File: config.mk
export PLATFORM = sky130hd
export DESIGN_NAME = round_robin_schedule_sim_core
export DESIGN_NICKNAME = d
export VERILOG_FILES = /design/src/hw/rtl/rrs_pkg.sv /design/src/hw/rtl/rrs_alu.sv /design/src/hw/rtl/rrs_seq.sv /design/src/hw/rtl/round_robin_schedule_sim_core.sv
export VERILOG_INCLUDE_DIRS = /design/src /design/src/hw/rtl
export SDC_FILE = /design/constraint.sdc
export NUM_CORES = 2
export LEC_CHECK = 0
export BUFFER_PORTS_ARGS = -buffer_cell sky130_fd_sc_hd__buf_2
export CAP_MARGIN = 5
export CORE_MARGIN = 5
export CORE_UTILIZATION = 39
export DETAILED_ROUTE_END_ITERATION = 10
export PLACE_DENSITY = 0.62
export SKIP_CTS_REPAIR_TIMING = 1
export SYNTH_ARGS = -nofsm -noshare
export SYNTH_HDL_FRONTEND = slang
export SYNTH_SLANG_ARGS = --single-unit
File: constraint.sdc
create_clock -name clk -period 6.08 [get_ports clk]
set_input_delay 0.912 -clock clk [delete_from_list [all_inputs] [get_ports clk]]
set_output_delay 0.912 -clock clk [all_outputs]
set_load 0.02 [all_outputs]
File: src/hw/rtl/round_robin_schedule_sim_core_defines.svh
// Assertion macros for the round-robin scheduler RTL.
`ifndef ROUND_ROBIN_SCHEDULE_SIM_CORE_DEFINES_SVH
`define ROUND_ROBIN_SCHEDULE_SIM_CORE_DEFINES_SVH

// Condition must hold at every clock edge out of reset.
`define RRS_ASSERT_ALWAYS(lbl, cond, msg) \
  lbl: assert property (@(posedge clk) disable iff (!rst_n) (cond)) else $error(msg);

// Consequent must hold in the same cycle as the antecedent.
`define RRS_ASSERT_IMPL(lbl, ante, cons, msg) \
  lbl: assert property (@(posedge clk) disable iff (!rst_n) (ante) |-> (cons)) \
    else $error(msg);

// Consequent must hold in the cycle after the antecedent.
`define RRS_ASSERT_NEXT(lbl, ante, cons, msg) \
  lbl: assert property (@(posedge clk) disable iff (!rst_n) (ante) |=> (cons)) \
    else $error(msg);

`endif

File: src/hw/rtl/rrs_pkg.sv
// Shared types and constants of the round-robin scheduler.
`timescale 1ns / 1ps
`default_nettype none

package rrs_pkg;

  localparam int unsigned NPROC_DEF = 32;
  localparam int unsigned DATA_W    = 16;
  localparam int unsigned TIME_W    = 24;
  localparam int unsigned PIDX_W    = 6;

  localparam logic [DATA_W-1:0] QUANTUM_RST = 16'd4;

  typedef enum logic [1:0] {
    ACT_LOAD  = 2'd0,
    ACT_RUN   = 2'd1,
    ACT_CLEAR = 2'd2
  } action_t;

  typedef enum logic [3:0] {
    ST_IDLE,
    ST_INIT_RD,
    ST_INIT_WR,
    ST_SCAN_RD,
    ST_SCAN_CHK,
    ST_SCAN_END,
    ST_POP_RD,
    ST_POP_WAIT,
    ST_CMP,
    ST_ADV,
    ST_OUT_RD,
    ST_OUT_TAT,
    ST_OUT_WT
  } state_t;

  typedef struct packed {
    logic [TIME_W-1:0] a;
    logic [TIME_W-1:0] b;
    logic              sub;
  } alu_req_t;

  typedef struct packed {
    logic [TIME_W-1:0] sum;
    logic              carry;
  } alu_rsp_t;

  typedef struct packed {
    logic [PIDX_W-1:0] process_index;
    logic [TIME_W-1:0] completion_time;
    logic [TIME_W-1:0] turnaround_time;
    logic [TIME_W-1:0] waiting_time;
    logic              last;
  } result_t;

endpackage

`default_nettype wire

File: src/hw/rtl/rrs_alu.sv
// Shared 24-bit add/subtract unit with carry out for compares.
`timescale 1ns / 1ps
`default_nettype none

module rrs_alu (
  input  rrs_pkg::alu_req_t req,
  output rrs_pkg::alu_rsp_t rsp
);

  logic [rrs_pkg::TIME_W-1:0] b_op;
  logic [rrs_pkg::TIME_W:0]   total;

  // Subtract as a + ~b + 1; carry set means no borrow (a >= b).
  assign b_op  = req.sub ? ~req.b : req.b;
  assign total = {1'b0, req.a} + {1'b0, b_op} + {{rrs_pkg::TIME_W{1'b0}}, req.sub};

  assign rsp.sum   = total[rrs_pkg::TIME_W-1:0];
  assign rsp.carry = total[rrs_pkg::TIME_W];

endmodule

`default_nettype wire

File: src/hw/rtl/rrs_seq.sv
// Scheduling sequencer: process tables, ready ring and run/report control.
`timescale 1ns / 1ps
`default_nettype none
`include "round_robin_schedule_sim_core_defines.svh"

module rrs_seq #(
  parameter int unsigned NPROC = rrs_pkg::NPROC_DEF
) (
  input  wire logic                        clk,
  input  wire logic                        rst_n,
  input  wire logic                        in_valid,
  output logic                             in_stall,
  input  wire logic [1:0]                  in_action,
  input  wire logic [rrs_pkg::DATA_W-1:0]  in_arrival_time,
  input  wire logic [rrs_pkg::DATA_W-1:0]  in_burst_time,
  input  wire logic [rrs_pkg::DATA_W-1:0]  quantum,
  input  wire logic                        out_free,
  output logic                             res_push,
  output rrs_pkg::result_t                 res,
  output rrs_pkg::alu_req_t                alu_req,
  input  rrs_pkg::alu_rsp_t                alu_rsp
);

  localparam int unsigned IW = (NPROC > 1) ? $clog2(NPROC) : 1;
  localparam int unsigned CW = $clog2(NPROC + 1);
  localparam int unsigned DW = rrs_pkg::DATA_W;
  localparam int unsigned TW = rrs_pkg::TIME_W;
  localparam int unsigned PW = TW - DW;

  // Tables and ready ring
  logic [DW-1:0] arr_mem  [NPROC];
  logic [DW-1:0] burst_mem[NPROC];
  logic [DW-1:0] rem_mem  [NPROC];
  logic [TW-1:0] comp_mem [NPROC];
  logic [IW-1:0] ring_mem [NPROC];

  logic [DW-1:0] arr_rd_r, burst_rd_r, rem_rd_r;
  logic [TW-1:0] comp_rd_r;
  logic [IW-1:0] ring_rd_r;

  rrs_pkg::state_t state_r, state_nxt;

  logic [IW-1:0]    idx_r, idx_nxt;
  logic [IW-1:0]    cur_r, cur_nxt;
  logic [IW-1:0]    head_r, head_nxt;
  logic [CW-1:0]    count_r, count_nxt;
  logic [CW-1:0]    loaded_r, loaded_nxt;
  logic [CW-1:0]    done_r, done_nxt;
  logic [TW-1:0]    time_r, time_nxt;
  logic [DW-1:0]    min_r, min_nxt;
  logic             minv_r, minv_nxt;
  logic             pend_r, pend_nxt;
  logic             gt_r, gt_nxt;
  logic [DW-1:0]    diff_r, diff_nxt;
  logic [DW-1:0]    rem_r, rem_nxt;
  logic [TW-1:0]    tat_r, tat_nxt;
  logic [NPROC-1:0] queued_r, queued_nxt;

  logic          load_we;
  logic          rem_we;
  logic [IW-1:0] rem_wa;
  logic [DW-1:0] rem_wd;
  logic          comp_we;
  logic          ring_we;
  logic [IW-1:0] ring_wd;

  logic          in_acc;
  logic          idx_last;
  logic          full;
  logic          scan_push;
  logic          run_go;
  logic [CW:0]   tail_sum;
  logic [IW-1:0] tail_idx;
  logic [IW-1:0] head_inc;
  logic          in_run;
  logic          run_beat;
  logic          idle_gap;

  assign in_acc    = in_valid && !in_stall;
  assign idx_last  = (CW'(idx_r) + CW'(1)) == loaded_r;
  assign full      = loaded_r == CW'(NPROC);
  assign scan_push = !queued_r[idx_r] && alu_rsp.carry;
  assign run_go    = in_valid && (in_action == rrs_pkg::ACT_RUN) && (loaded_r != '0);

  assign in_run   = state_r != rrs_pkg::ST_IDLE;
  assign run_beat = (state_r == rrs_pkg::ST_IDLE) && run_go;
  assign idle_gap = (state_r == rrs_pkg::ST_SCAN_END) && (count_r == '0) && !pend_r
                    && (done_r != loaded_r);

  assign tail_sum = (CW+1)'(head_r) + (CW+1)'(count_r);
  assign tail_idx = (tail_sum >= (CW+1)'(NPROC)) ? IW'(tail_sum - (CW+1)'(NPROC))
                                                 : IW'(tail_sum);
  assign head_inc = (head_r == IW'(NPROC - 1)) ? '0 : head_r + IW'(1);

  always_ff @(posedge clk) begin
    if (load_we) begin
      arr_mem[loaded_r[IW-1:0]]   <= in_arrival_time;
      burst_mem[loaded_r[IW-1:0]] <= in_burst_time;
    end
    arr_rd_r   <= arr_mem[idx_r];
    burst_rd_r <= burst_mem[idx_r];
  end

  always_ff @(posedge clk) begin
    if (rem_we) begin
      rem_mem[rem_wa] <= rem_wd;
    end
    rem_rd_r <= rem_mem[ring_rd_r];
  end

  always_ff @(posedge clk) begin
    if (comp_we) begin
      comp_mem[cur_r] <= alu_rsp.sum;
    end
    comp_rd_r <= comp_mem[idx_r];
  end

  always_ff @(posedge clk) begin
    if (ring_we) begin
      ring_mem[tail_idx] <= ring_wd;
    end
    ring_rd_r <= ring_mem[head_r];
  end

  // Next state
  always_comb begin
    state_nxt = state_r;
    case (state_r)
      rrs_pkg::ST_IDLE: begin
        if (run_go) begin
          state_nxt = rrs_pkg::ST_INIT_RD;
        end
      end
      rrs_pkg::ST_INIT_RD:  state_nxt = rrs_pkg::ST_INIT_WR;
      rrs_pkg::ST_INIT_WR:  state_nxt = idx_last ? rrs_pkg::ST_SCAN_RD : rrs_pkg::ST_INIT_RD;
      rrs_pkg::ST_SCAN_RD:  state_nxt = rrs_pkg::ST_SCAN_CHK;
      rrs_pkg::ST_SCAN_CHK: state_nxt = idx_last ? rrs_pkg::ST_SCAN_END : rrs_pkg::ST_SCAN_RD;
      rrs_pkg::ST_SCAN_END: begin
        if (done_r == loaded_r) begin
          state_nxt = rrs_pkg::ST_OUT_RD;
        end else if (count_r == '0 && !pend_r) begin
          state_nxt = rrs_pkg::ST_SCAN_RD;
        end else begin
          state_nxt = rrs_pkg::ST_POP_RD;
        end
      end
      rrs_pkg::ST_POP_RD:   state_nxt = rrs_pkg::ST_POP_WAIT;
      rrs_pkg::ST_POP_WAIT: state_nxt = rrs_pkg::ST_CMP;
      rrs_pkg::ST_CMP:      state_nxt = rrs_pkg::ST_ADV;
      rrs_pkg::ST_ADV:      state_nxt = rrs_pkg::ST_SCAN_RD;
      rrs_pkg::ST_OUT_RD:   state_nxt = rrs_pkg::ST_OUT_TAT;
      rrs_pkg::ST_OUT_TAT:  state_nxt = rrs_pkg::ST_OUT_WT;
      rrs_pkg::ST_OUT_WT: begin
        if (out_free) begin
          state_nxt = idx_last ? rrs_pkg::ST_IDLE : rrs_pkg::ST_OUT_RD;
        end
      end
      default: state_nxt = rrs_pkg::ST_IDLE;
    endcase
  end

  // Outputs: handshake, shared unit operands and table writes
  always_comb begin
    in_stall = 1'b1;
    res_push = 1'b0;
    alu_req  = '0;
    load_we  = 1'b0;
    rem_we   = 1'b0;
    rem_wa   = idx_r;
    rem_wd   = burst_rd_r;
    comp_we  = 1'b0;
    ring_we  = 1'b0;
    ring_wd  = idx_r;
    case (state_r)
      rrs_pkg::ST_IDLE: begin
        in_stall = 1'b0;
        load_we  = in_valid && (in_action == rrs_pkg::ACT_LOAD) && !full;
      end
      rrs_pkg::ST_INIT_WR: begin
        rem_we = 1'b1;
      end
      rrs_pkg::ST_SCAN_CHK: begin
        alu_req = '{a: time_r, b: {{PW{1'b0}}, arr_rd_r}, sub: 1'b1};
        ring_we = scan_push;
      end
      rrs_pkg::ST_SCAN_END: begin
        ring_we = pend_r;
        ring_wd = cur_r;
      end
      rrs_pkg::ST_CMP: begin
        alu_req = '{a: {{PW{1'b0}}, rem_rd_r}, b: {{PW{1'b0}}, quantum}, sub: 1'b1};
      end
      rrs_pkg::ST_ADV: begin
        alu_req = '{a: time_r, b: {{PW{1'b0}}, (gt_r ? quantum : rem_r)}, sub: 1'b0};
        rem_we  = 1'b1;
        rem_wa  = cur_r;
        rem_wd  = gt_r ? diff_r : '0;
        comp_we = !gt_r;
      end
      rrs_pkg::ST_OUT_TAT: begin
        alu_req = '{a: comp_rd_r, b: {{PW{1'b0}}, arr_rd_r}, sub: 1'b1};
      end
      rrs_pkg::ST_OUT_WT: begin
        alu_req  = '{a: tat_r, b: {{PW{1'b0}}, burst_rd_r}, sub: 1'b1};
        res_push = out_free;
      end
      default: begin
        in_stall = 1'b1;
      end
    endcase
  end

  assign res.process_index   = rrs_pkg::PIDX_W'(idx_r);
  assign res.completion_time = comp_rd_r;
  assign res.turnaround_time = tat_r;
  assign res.waiting_time    = alu_rsp.sum;
  assign res.last            = idx_last;

  // Datapath registers
  always_comb begin
    idx_nxt    = idx_r;
    cur_nxt    = cur_r;
    head_nxt   = head_r;
    count_nxt  = count_r;
    loaded_nxt = loaded_r;
    done_nxt   = done_r;
    time_nxt   = time_r;
    min_nxt    = min_r;
    minv_nxt   = minv_r;
    pend_nxt   = pend_r;
    gt_nxt     = gt_r;
    diff_nxt   = diff_r;
    rem_nxt    = rem_r;
    tat_nxt    = tat_r;
    queued_nxt = queued_r;
    case (state_r)
      rrs_pkg::ST_IDLE: begin
        if (in_acc) begin
          case (in_action)
            rrs_pkg::ACT_LOAD: begin
              if (!full) begin
                loaded_nxt = loaded_r + CW'(1);
              end
            end
            rrs_pkg::ACT_CLEAR: loaded_nxt = '0;
            rrs_pkg::ACT_RUN: begin
              if (loaded_r != '0) begin
                idx_nxt    = '0;
                queued_nxt = '0;
                head_nxt   = '0;
                count_nxt  = '0;
                done_nxt   = '0;
                time_nxt   = '0;
                pend_nxt   = 1'b0;
              end
            end
            default: loaded_nxt = loaded_r;
          endcase
        end
      end
      rrs_pkg::ST_INIT_WR: begin
        idx_nxt  = idx_last ? '0 : idx_r + IW'(1);
        minv_nxt = 1'b0;
      end
      rrs_pkg::ST_SCAN_CHK: begin
        if (scan_push) begin
          queued_nxt[idx_r] = 1'b1;
          count_nxt         = count_r + CW'(1);
        end else if (!queued_r[idx_r] && (!minv_r || arr_rd_r < min_r)) begin
          // track the earliest arrival still to come, for idle skips
          min_nxt  = arr_rd_r;
          minv_nxt = 1'b1;
        end
        idx_nxt = idx_last ? '0 : idx_r + IW'(1);
      end
      rrs_pkg::ST_SCAN_END: begin
        if (pend_r) begin
          count_nxt = count_r + CW'(1);
          pend_nxt  = 1'b0;
        end else if (count_r == '0 && done_r != loaded_r) begin
          // processor idle: jump straight to the next arrival
          time_nxt = {{PW{1'b0}}, min_r};
          minv_nxt = 1'b0;
        end
      end
      rrs_pkg::ST_POP_RD: begin
        head_nxt  = head_inc;
        count_nxt = count_r - CW'(1);
      end
      rrs_pkg::ST_POP_WAIT: begin
        cur_nxt = ring_rd_r;
      end
      rrs_pkg::ST_CMP: begin
        gt_nxt   = alu_rsp.carry && (alu_rsp.sum[DW-1:0] != '0);
        diff_nxt = alu_rsp.sum[DW-1:0];
        rem_nxt  = rem_rd_r;
      end
      rrs_pkg::ST_ADV: begin
        time_nxt = alu_rsp.sum;
        if (!gt_r) begin
          done_nxt = done_r + CW'(1);
        end
        pend_nxt = gt_r;
        idx_nxt  = '0;
        minv_nxt = 1'b0;
      end
      rrs_pkg::ST_OUT_TAT: begin
        tat_nxt = alu_rsp.sum;
      end
      rrs_pkg::ST_OUT_WT: begin
        if (out_free && !idx_last) begin
          idx_nxt = idx_r + IW'(1);
        end
      end
      default: begin
        idx_nxt = idx_r;
      end
    endcase
  end

  always_ff @(posedge clk) begin
    if (!rst_n) begin
      state_r  <= rrs_pkg::ST_IDLE;
      idx_r    <= '0;
      head_r   <= '0;
      count_r  <= '0;
      loaded_r <= '0;
      done_r   <= '0;
      time_r   <= '0;
      minv_r   <= 1'b0;
      pend_r   <= 1'b0;
      queued_r <= '0;
    end else begin
      state_r  <= state_nxt;
      idx_r    <= idx_nxt;
      head_r   <= head_nxt;
      count_r  <= count_nxt;
      loaded_r <= loaded_nxt;
      done_r   <= done_nxt;
      time_r   <= time_nxt;
      minv_r   <= minv_nxt;
      pend_r   <= pend_nxt;
      queued_r <= queued_nxt;
    end
  end

  always_ff @(posedge clk) begin
    cur_r  <= cur_nxt;
    min_r  <= min_nxt;
    gt_r   <= gt_nxt;
    diff_r <= diff_nxt;
    rem_r  <= rem_nxt;
    tat_r  <= tat_nxt;
  end

  `RRS_ASSERT_ALWAYS(a_ring_bound, count_r <= CW'(NPROC), "ready ring over capacity")
  `RRS_ASSERT_IMPL(a_done_bound, in_run, done_r <= loaded_r, "more completions than processes")
  `RRS_ASSERT_IMPL(a_push_free, res_push, out_free, "result pushed into a full register")
  `RRS_ASSERT_NEXT(a_run_start, run_beat, state_r == rrs_pkg::ST_INIT_RD, "run beat not started")
  `RRS_ASSERT_IMPL(a_idle_jump, idle_gap, minv_r, "idle with no pending arrival")

endmodule

`default_nettype wire

File: src/hw/rtl/round_robin_schedule_sim_core.sv
// Top level of the round-robin scheduling simulator.
//
//  Channel | Signals                                          | Direction
//  --------+--------------------------------------------------+----------
//  in      | in_valid, in_stall, in_action, in_arrival_time,   | in
//          | in_burst_time                                    |
//  out     | out_valid, out_stall, out_process_index,          | out
//          | out_completion_time, out_turnaround_time,         |
//          | out_waiting_time, out_last                        |
//  cfg     | cfg_we, cfg_wdata (time quantum)                  | in
//
// Load, clear and unused actions complete while idle. A run reloads the L remaining times
// from the burst times and scans the arrivals, then per dispatch pops, compares, advances
// and scans again; an idle gap costs one scan and jumps to the arrival. Each result then
// passes through the shared add/subtract unit, and output stalls hold it back.
// Reset (synchronous, rst_n low) empties the table and sets the quantum to 4.
// The block stalls its input for the whole run; one result register decouples out_stall.
`timescale 1ns / 1ps
`default_nettype none

module round_robin_schedule_sim_core #(
  parameter int unsigned NPROC = rrs_pkg::NPROC_DEF
) (
  input  wire logic                        clk,
  input  wire logic                        rst_n,
  input  wire logic                        cfg_we,
  input  wire logic [rrs_pkg::DATA_W-1:0]  cfg_wdata,
  input  wire logic                        in_valid,
  output logic                             in_stall,
  input  wire logic [1:0]                  in_action,
  input  wire logic [rrs_pkg::DATA_W-1:0]  in_arrival_time,
  input  wire logic [rrs_pkg::DATA_W-1:0]  in_burst_time,
  output logic                             out_valid,
  input  wire logic                        out_stall,
  output logic [rrs_pkg::PIDX_W-1:0]       out_process_index,
  output logic [rrs_pkg::TIME_W-1:0]       out_completion_time,
  output logic [rrs_pkg::TIME_W-1:0]       out_turnaround_time,
  output logic [rrs_pkg::TIME_W-1:0]       out_waiting_time,
  output logic                             out_last
);

  logic [rrs_pkg::DATA_W-1:0] quantum_r, quantum_nxt;
  logic [rrs_pkg::DATA_W-1:0] quantum_eff;
  logic                       out_valid_r, out_valid_nxt;
  rrs_pkg::result_t           res_r;
  rrs_pkg::result_t           res;
  logic                       res_push;
  logic                       out_free;
  rrs_pkg::alu_req_t          alu_req;
  rrs_pkg::alu_rsp_t          alu_rsp;

  assign quantum_nxt = cfg_we ? cfg_wdata : quantum_r;
  // a zero quantum behaves as one
  assign quantum_eff = (quantum_r == '0) ? rrs_pkg::DATA_W'(1) : quantum_r;

  assign out_free      = !out_valid_r || !out_stall;
  assign out_valid_nxt = res_push || (out_valid_r && out_stall);

  always_ff @(posedge clk) begin
    if (!rst_n) begin
      quantum_r   <= rrs_pkg::QUANTUM_RST;
      out_valid_r <= 1'b0;
    end else begin
      quantum_r   <= quantum_nxt;
      out_valid_r <= out_valid_nxt;
    end
  end

  // hold the beat until it is taken
  always_ff @(posedge clk) begin
    if (res_push) begin
      res_r <= res;
    end
  end

  rrs_alu u_alu (
    .req (alu_req),
    .rsp (alu_rsp)
  );

  rrs_seq #(
    .NPROC (NPROC)
  ) u_seq (
    .clk             (clk),
    .rst_n           (rst_n),
    .in_valid        (in_valid),
    .in_stall        (in_stall),
    .in_action       (in_action),
    .in_arrival_time (in_arrival_time),
    .in_burst_time   (in_burst_time),
    .quantum         (quantum_eff),
    .out_free        (out_free),
    .res_push        (res_push),
    .res             (res),
    .alu_req         (alu_req),
    .alu_rsp         (alu_rsp)
  );

  assign out_valid           = out_valid_r;
  assign out_process_index   = res_r.process_index;
  assign out_completion_time = res_r.completion_time;
  assign out_turnaround_time = res_r.turnaround_time;
  assign out_waiting_time    = res_r.waiting_time;
  assign out_last            = res_r.last;

endmodule

`default_nettype wire
==> results.py <==
metrics = {
    "hold_path": {
        "holdPathStages": 3,
        "min_from": "cfg_wdata[2]",
        "hold_class": "input pin to flop",
        "min_to": "quantum_r[2]$_SDFFE_PN1P_",
    },
    "critical_path": {
        "startpoint_type": "flop",
        "crit_required_ps": 6560,
        "cp_max_fo": 15,
        "regToRegStartpoint": "quantum_r[11]$_SDFFE_PN0P_",
        "path_class": "flop to flop",
        "ff2ff_path_depth": 17,
        "crit_arrival_ps": 6230,
        "endpoint_kind": "flop",
        "r2r_setup_slack_ps": 320,
        "rr_endpoint": "u_seq.ring_mem[28][2]$_DFFE_PP_",
    },
    "run_status": {
        "status": "completed",
    },
    "routing": {
        "via_per_inst": 5.804,
        "drc_errors": 0,
        "wirelength_um": 290200,
        "met1_length_um": 117500,
        "drt-initial-drc-count": 7237,
        "num_vias": 55000,
        "firstDrtPassIters": 9,
        "wl_per_cell_um": 30.63,
        "highest_layer": "met5",
        "final_antenna_net_count": 0,
        "met2_length_um": 139200,
        "wl_met3_um": 25000,
    },
    "timing": {
        "min_period_ps": 5755,
        "rsz0062_at_grt": "false",
        "finClkSkew_ps": 41.00,
        "max_freq_ghz": 0.1738,
        "hold_viol": 0,
        "setup_tns_ps": 0,
        "slew_headroom": 0.1546,
        "finalCritPeriodShare": 0.9466,
        "setup_viol": 0,
        "drv_slew": 0,
        "worst_slew_pin_slew_ps": 1265,
    },
    "clocking": {
        "clkSinkCount": 2804,
        "h-tree-depth": 5,
        "cts_tree": "done",
        "cts_made_buffers": 285,
        "clock_path_buffers": 4,
        "clock_latency_ps": 860,
        "clk_pin_slew_ps": 60,
        "cts.root.buffer_cell": "clkbuf_16",
    },
    "logic_synthesis": {
        "async_flop_share": 0,
        "synth_seq_area_share": 0.7650,
        "syn_nets": 5305,
        "syn_inst": 5190,
        "postSynthAreaPerCell_um2": 20.74,
        "yosys_most_used_dff": "edfxtp_1",
        "ys_ff_latch": 2804,
        "syn-cell-area_um2": 107700,
        "yosysUniqueCellTypes": 79,
        "synth_edf_count": 2620,
        "yosysWarnings": 0,
    },
    "grt": {
        "grt_pass1_vias": 54430,
        "antenna_found_initial": 58,
        "grt_max_degree": 116,
        "grt-ovfl-total": 0,
        "grt_usage": 0.1985,
        "grt_pass1_wl_um": 410400,
    },
    "floorplanning": {
        "dieArea_um2": 286700,
        "die_x_um": 535.4,
        "initial_utilization": 0.3904,
        "ios": 136,
        "coreArea_um2": 275800,
        "rows": 193,
        "dieHeight_um": 535.4,
    },
    "power_and_ir_drop": {
        "p_leak_nw": 38.12,
        "powerDensity_nw_per_um2": 307.6,
        "seq_power_share": 0.554,
        "p_clk_frac": 0.440,
        "total_power_mw": 37.86,
        "combPwrFrac": 0.007,
        "vdd_drop_max_mv": 0.2032,
        "internal-power_mw": 30.51,
        "swShare": 0.1943,
        "power.switching_mw": 7.358,
    },
    "layout": {
        "final_cell_mix": "2620 x edfxtp_1, 666 x mux4_2, 291 x clkbuf_16, 232 x a22oi_1, 210 x buf_4",
        "drive_gt1_frac": 0.2745,
        "area_growth_pct": 14.36,
        "final_core_util": 0.4464,
        "final_common_cell": "edfxtp_1",
        "final_nets": 5656,
    },
    "flow_run": {
        "maxCapViolCount": 0,
    },
    "placement": {
        "numPortBuffers": 134,
        "gp_congestion": 0.8979,
        "hpwl_um": 168400,
    },
}
kinds of logic (layout without fill, tap and decap cells):
logic type / Yosys count / after routing / synth area share
buf+inv: 338 / 904 / 0.01206
xor+xnor: 50 / 50 / 0.004068
mux: 718 / 718 / 0.1444
simple gates: 691 / 691 / 0.03162
compound gates: 528 / 528 / 0.03558
fa+ha+maj: 60 / 60 / 0.007182
flops: 2804 / 2804 / 0.7650
other cells: 1 / 16 / 0.00003483
critical path, stage by stage (launching register included):
cell and delay, ps:
dfxtp_1 330, nor4_1 550, and4_1 310, nor2_1 50, buf_4 190, a222oi_1 420
nor2_1 90, a21oi_1 300, fa_1 340, a21oi_1 120, nor3_1 300, nor4b_1 120
o31ai_1 250, a21oi_1 130, o31a_1 420, o21ai_1 420, or3b_1 630, nor2_1 440
registers in the layout, indices dropped and copies added (netlist names), 24 cells and up:
signal,cells
out_completion_time,24
u_seq.time_r,24
u_seq.tat_r,24
u_seq.arr_mem,512
u_seq.queued_r,32
out_turnaround_time,24
out_waiting_time,24
u_seq.comp_mem,768
u_seq.burst_mem,512
u_seq.ring_mem,160
u_seq.rem_mem,512
u_seq.comp_rd_r,24
how the worst max path moves through the flow:
stage	to	slack, ps	from
after floorplan	u_seq.min_r[0]$_DFFE_PP_	10	u_seq.state_r[0]$_SDFFE_PN0P_
after global placement	u_seq.ring_mem[4][3]$_DFFE_PP_	250	u_seq.state_r[2]$_SDFFE_PN0P_
after detailed placement	u_seq.ring_mem[28][3]$_DFFE_PP_	180	u_seq.state_r[2]$_SDFFE_PN0P_
after CTS	u_seq.ring_mem[28][3]$_DFFE_PP_	170	u_seq.state_r[2]$_SDFFE_PN0P_
after global routing	u_seq.ring_mem[0][4]$_DFFE_PP_	110	quantum_r[11]$_SDFFE_PN0P_
final	u_seq.ring_mem[28][2]$_DFFE_PP_	320	quantum_r[11]$_SDFFE_PN0P_
cell type report:
cell class | count | area, µm²
Clock buffer | 379 | 7734
Inverter | 53 | 198.9
Antenna cell | 15 | 37.54
Fill cell | 23340 | 152700
Timing Repair Buffer | 349 | 2347
Clock inverter | 123 | 1017
Sequential cell | 2804 | 82380
Multi-Input combinational cell | 2048 | 24770
Tap cell | 3705 | 4636
power by group through the flow:
| stage | logic (mW) | clock network [mW] | registers [mW] |
|---|---|---|---|
| 2_1_floorplan | 0.0842 | 0 | 21.4 |
| 3_3_place_gp | 0.242 | 0 | 21.4 |
| 3_5_place_dp | 0.255 | 0 | 21.4 |
| 4_1_cts | 0.255 | 16.9 | 21.0 |
| 5_1_grt | 0.276 | 17.8 | 20.9 |
| 6_report | 0.254 | 16.6 | 21.0 |
stage by stage:
step                      cell area (µm²)  instances  setup slack, ps  hold slack, ps
after floorplan                    107700       5190            12.05           406.4
after global routing               123100       9470            111.6           318.6
after CTS                          123100       9461            173.7           268.5
after detailed placement           114300       8959            179.9           433.8
after global placement             114300       8959            254.5           429.1
final                              123100       9476            324.7           316.4
per-layer routing:
layer | vias to the layer above | global-route usage
met5 | - | 0
met1 | 29470 | 0.2824
met2 | 2628 | 0.3152
li1 | 22390 | -
met4 | 8 | 0.05803
met3 | 505 | 0.03615
cells in the mapped netlist (27+ instances only):
cell | n | area share
a21oi_1 | 64 | 0.0030
buf_1 | 61 | 0.0021
a22oi_1 | 232 | 0.016
nand3_1 | 57 | 0.0026
nand2_1 | 195 | 0.0068
mux4_2 | 666 | 0.14
a222oi_1 | 39 | 0.0036
mux2i_1 | 28 | 0.0026
o21ai_0 | 47 | 0.0022
clkbuf_1 | 206 | 0.0072
xnor2_1 | 27 | 0.0022
edfxtp_1 | 2620 | 0.73
inv_1 | 52 | 0.0018
nand4_1 | 68 | 0.0040
nor2b_1 | 57 | 0.0033
nor2_1 | 192 | 0.0067
dfxtp_1 | 184 | 0.034
ha_1 | 57 | 0.0066
No activity file was read; power rests on OpenSTA's default activity.
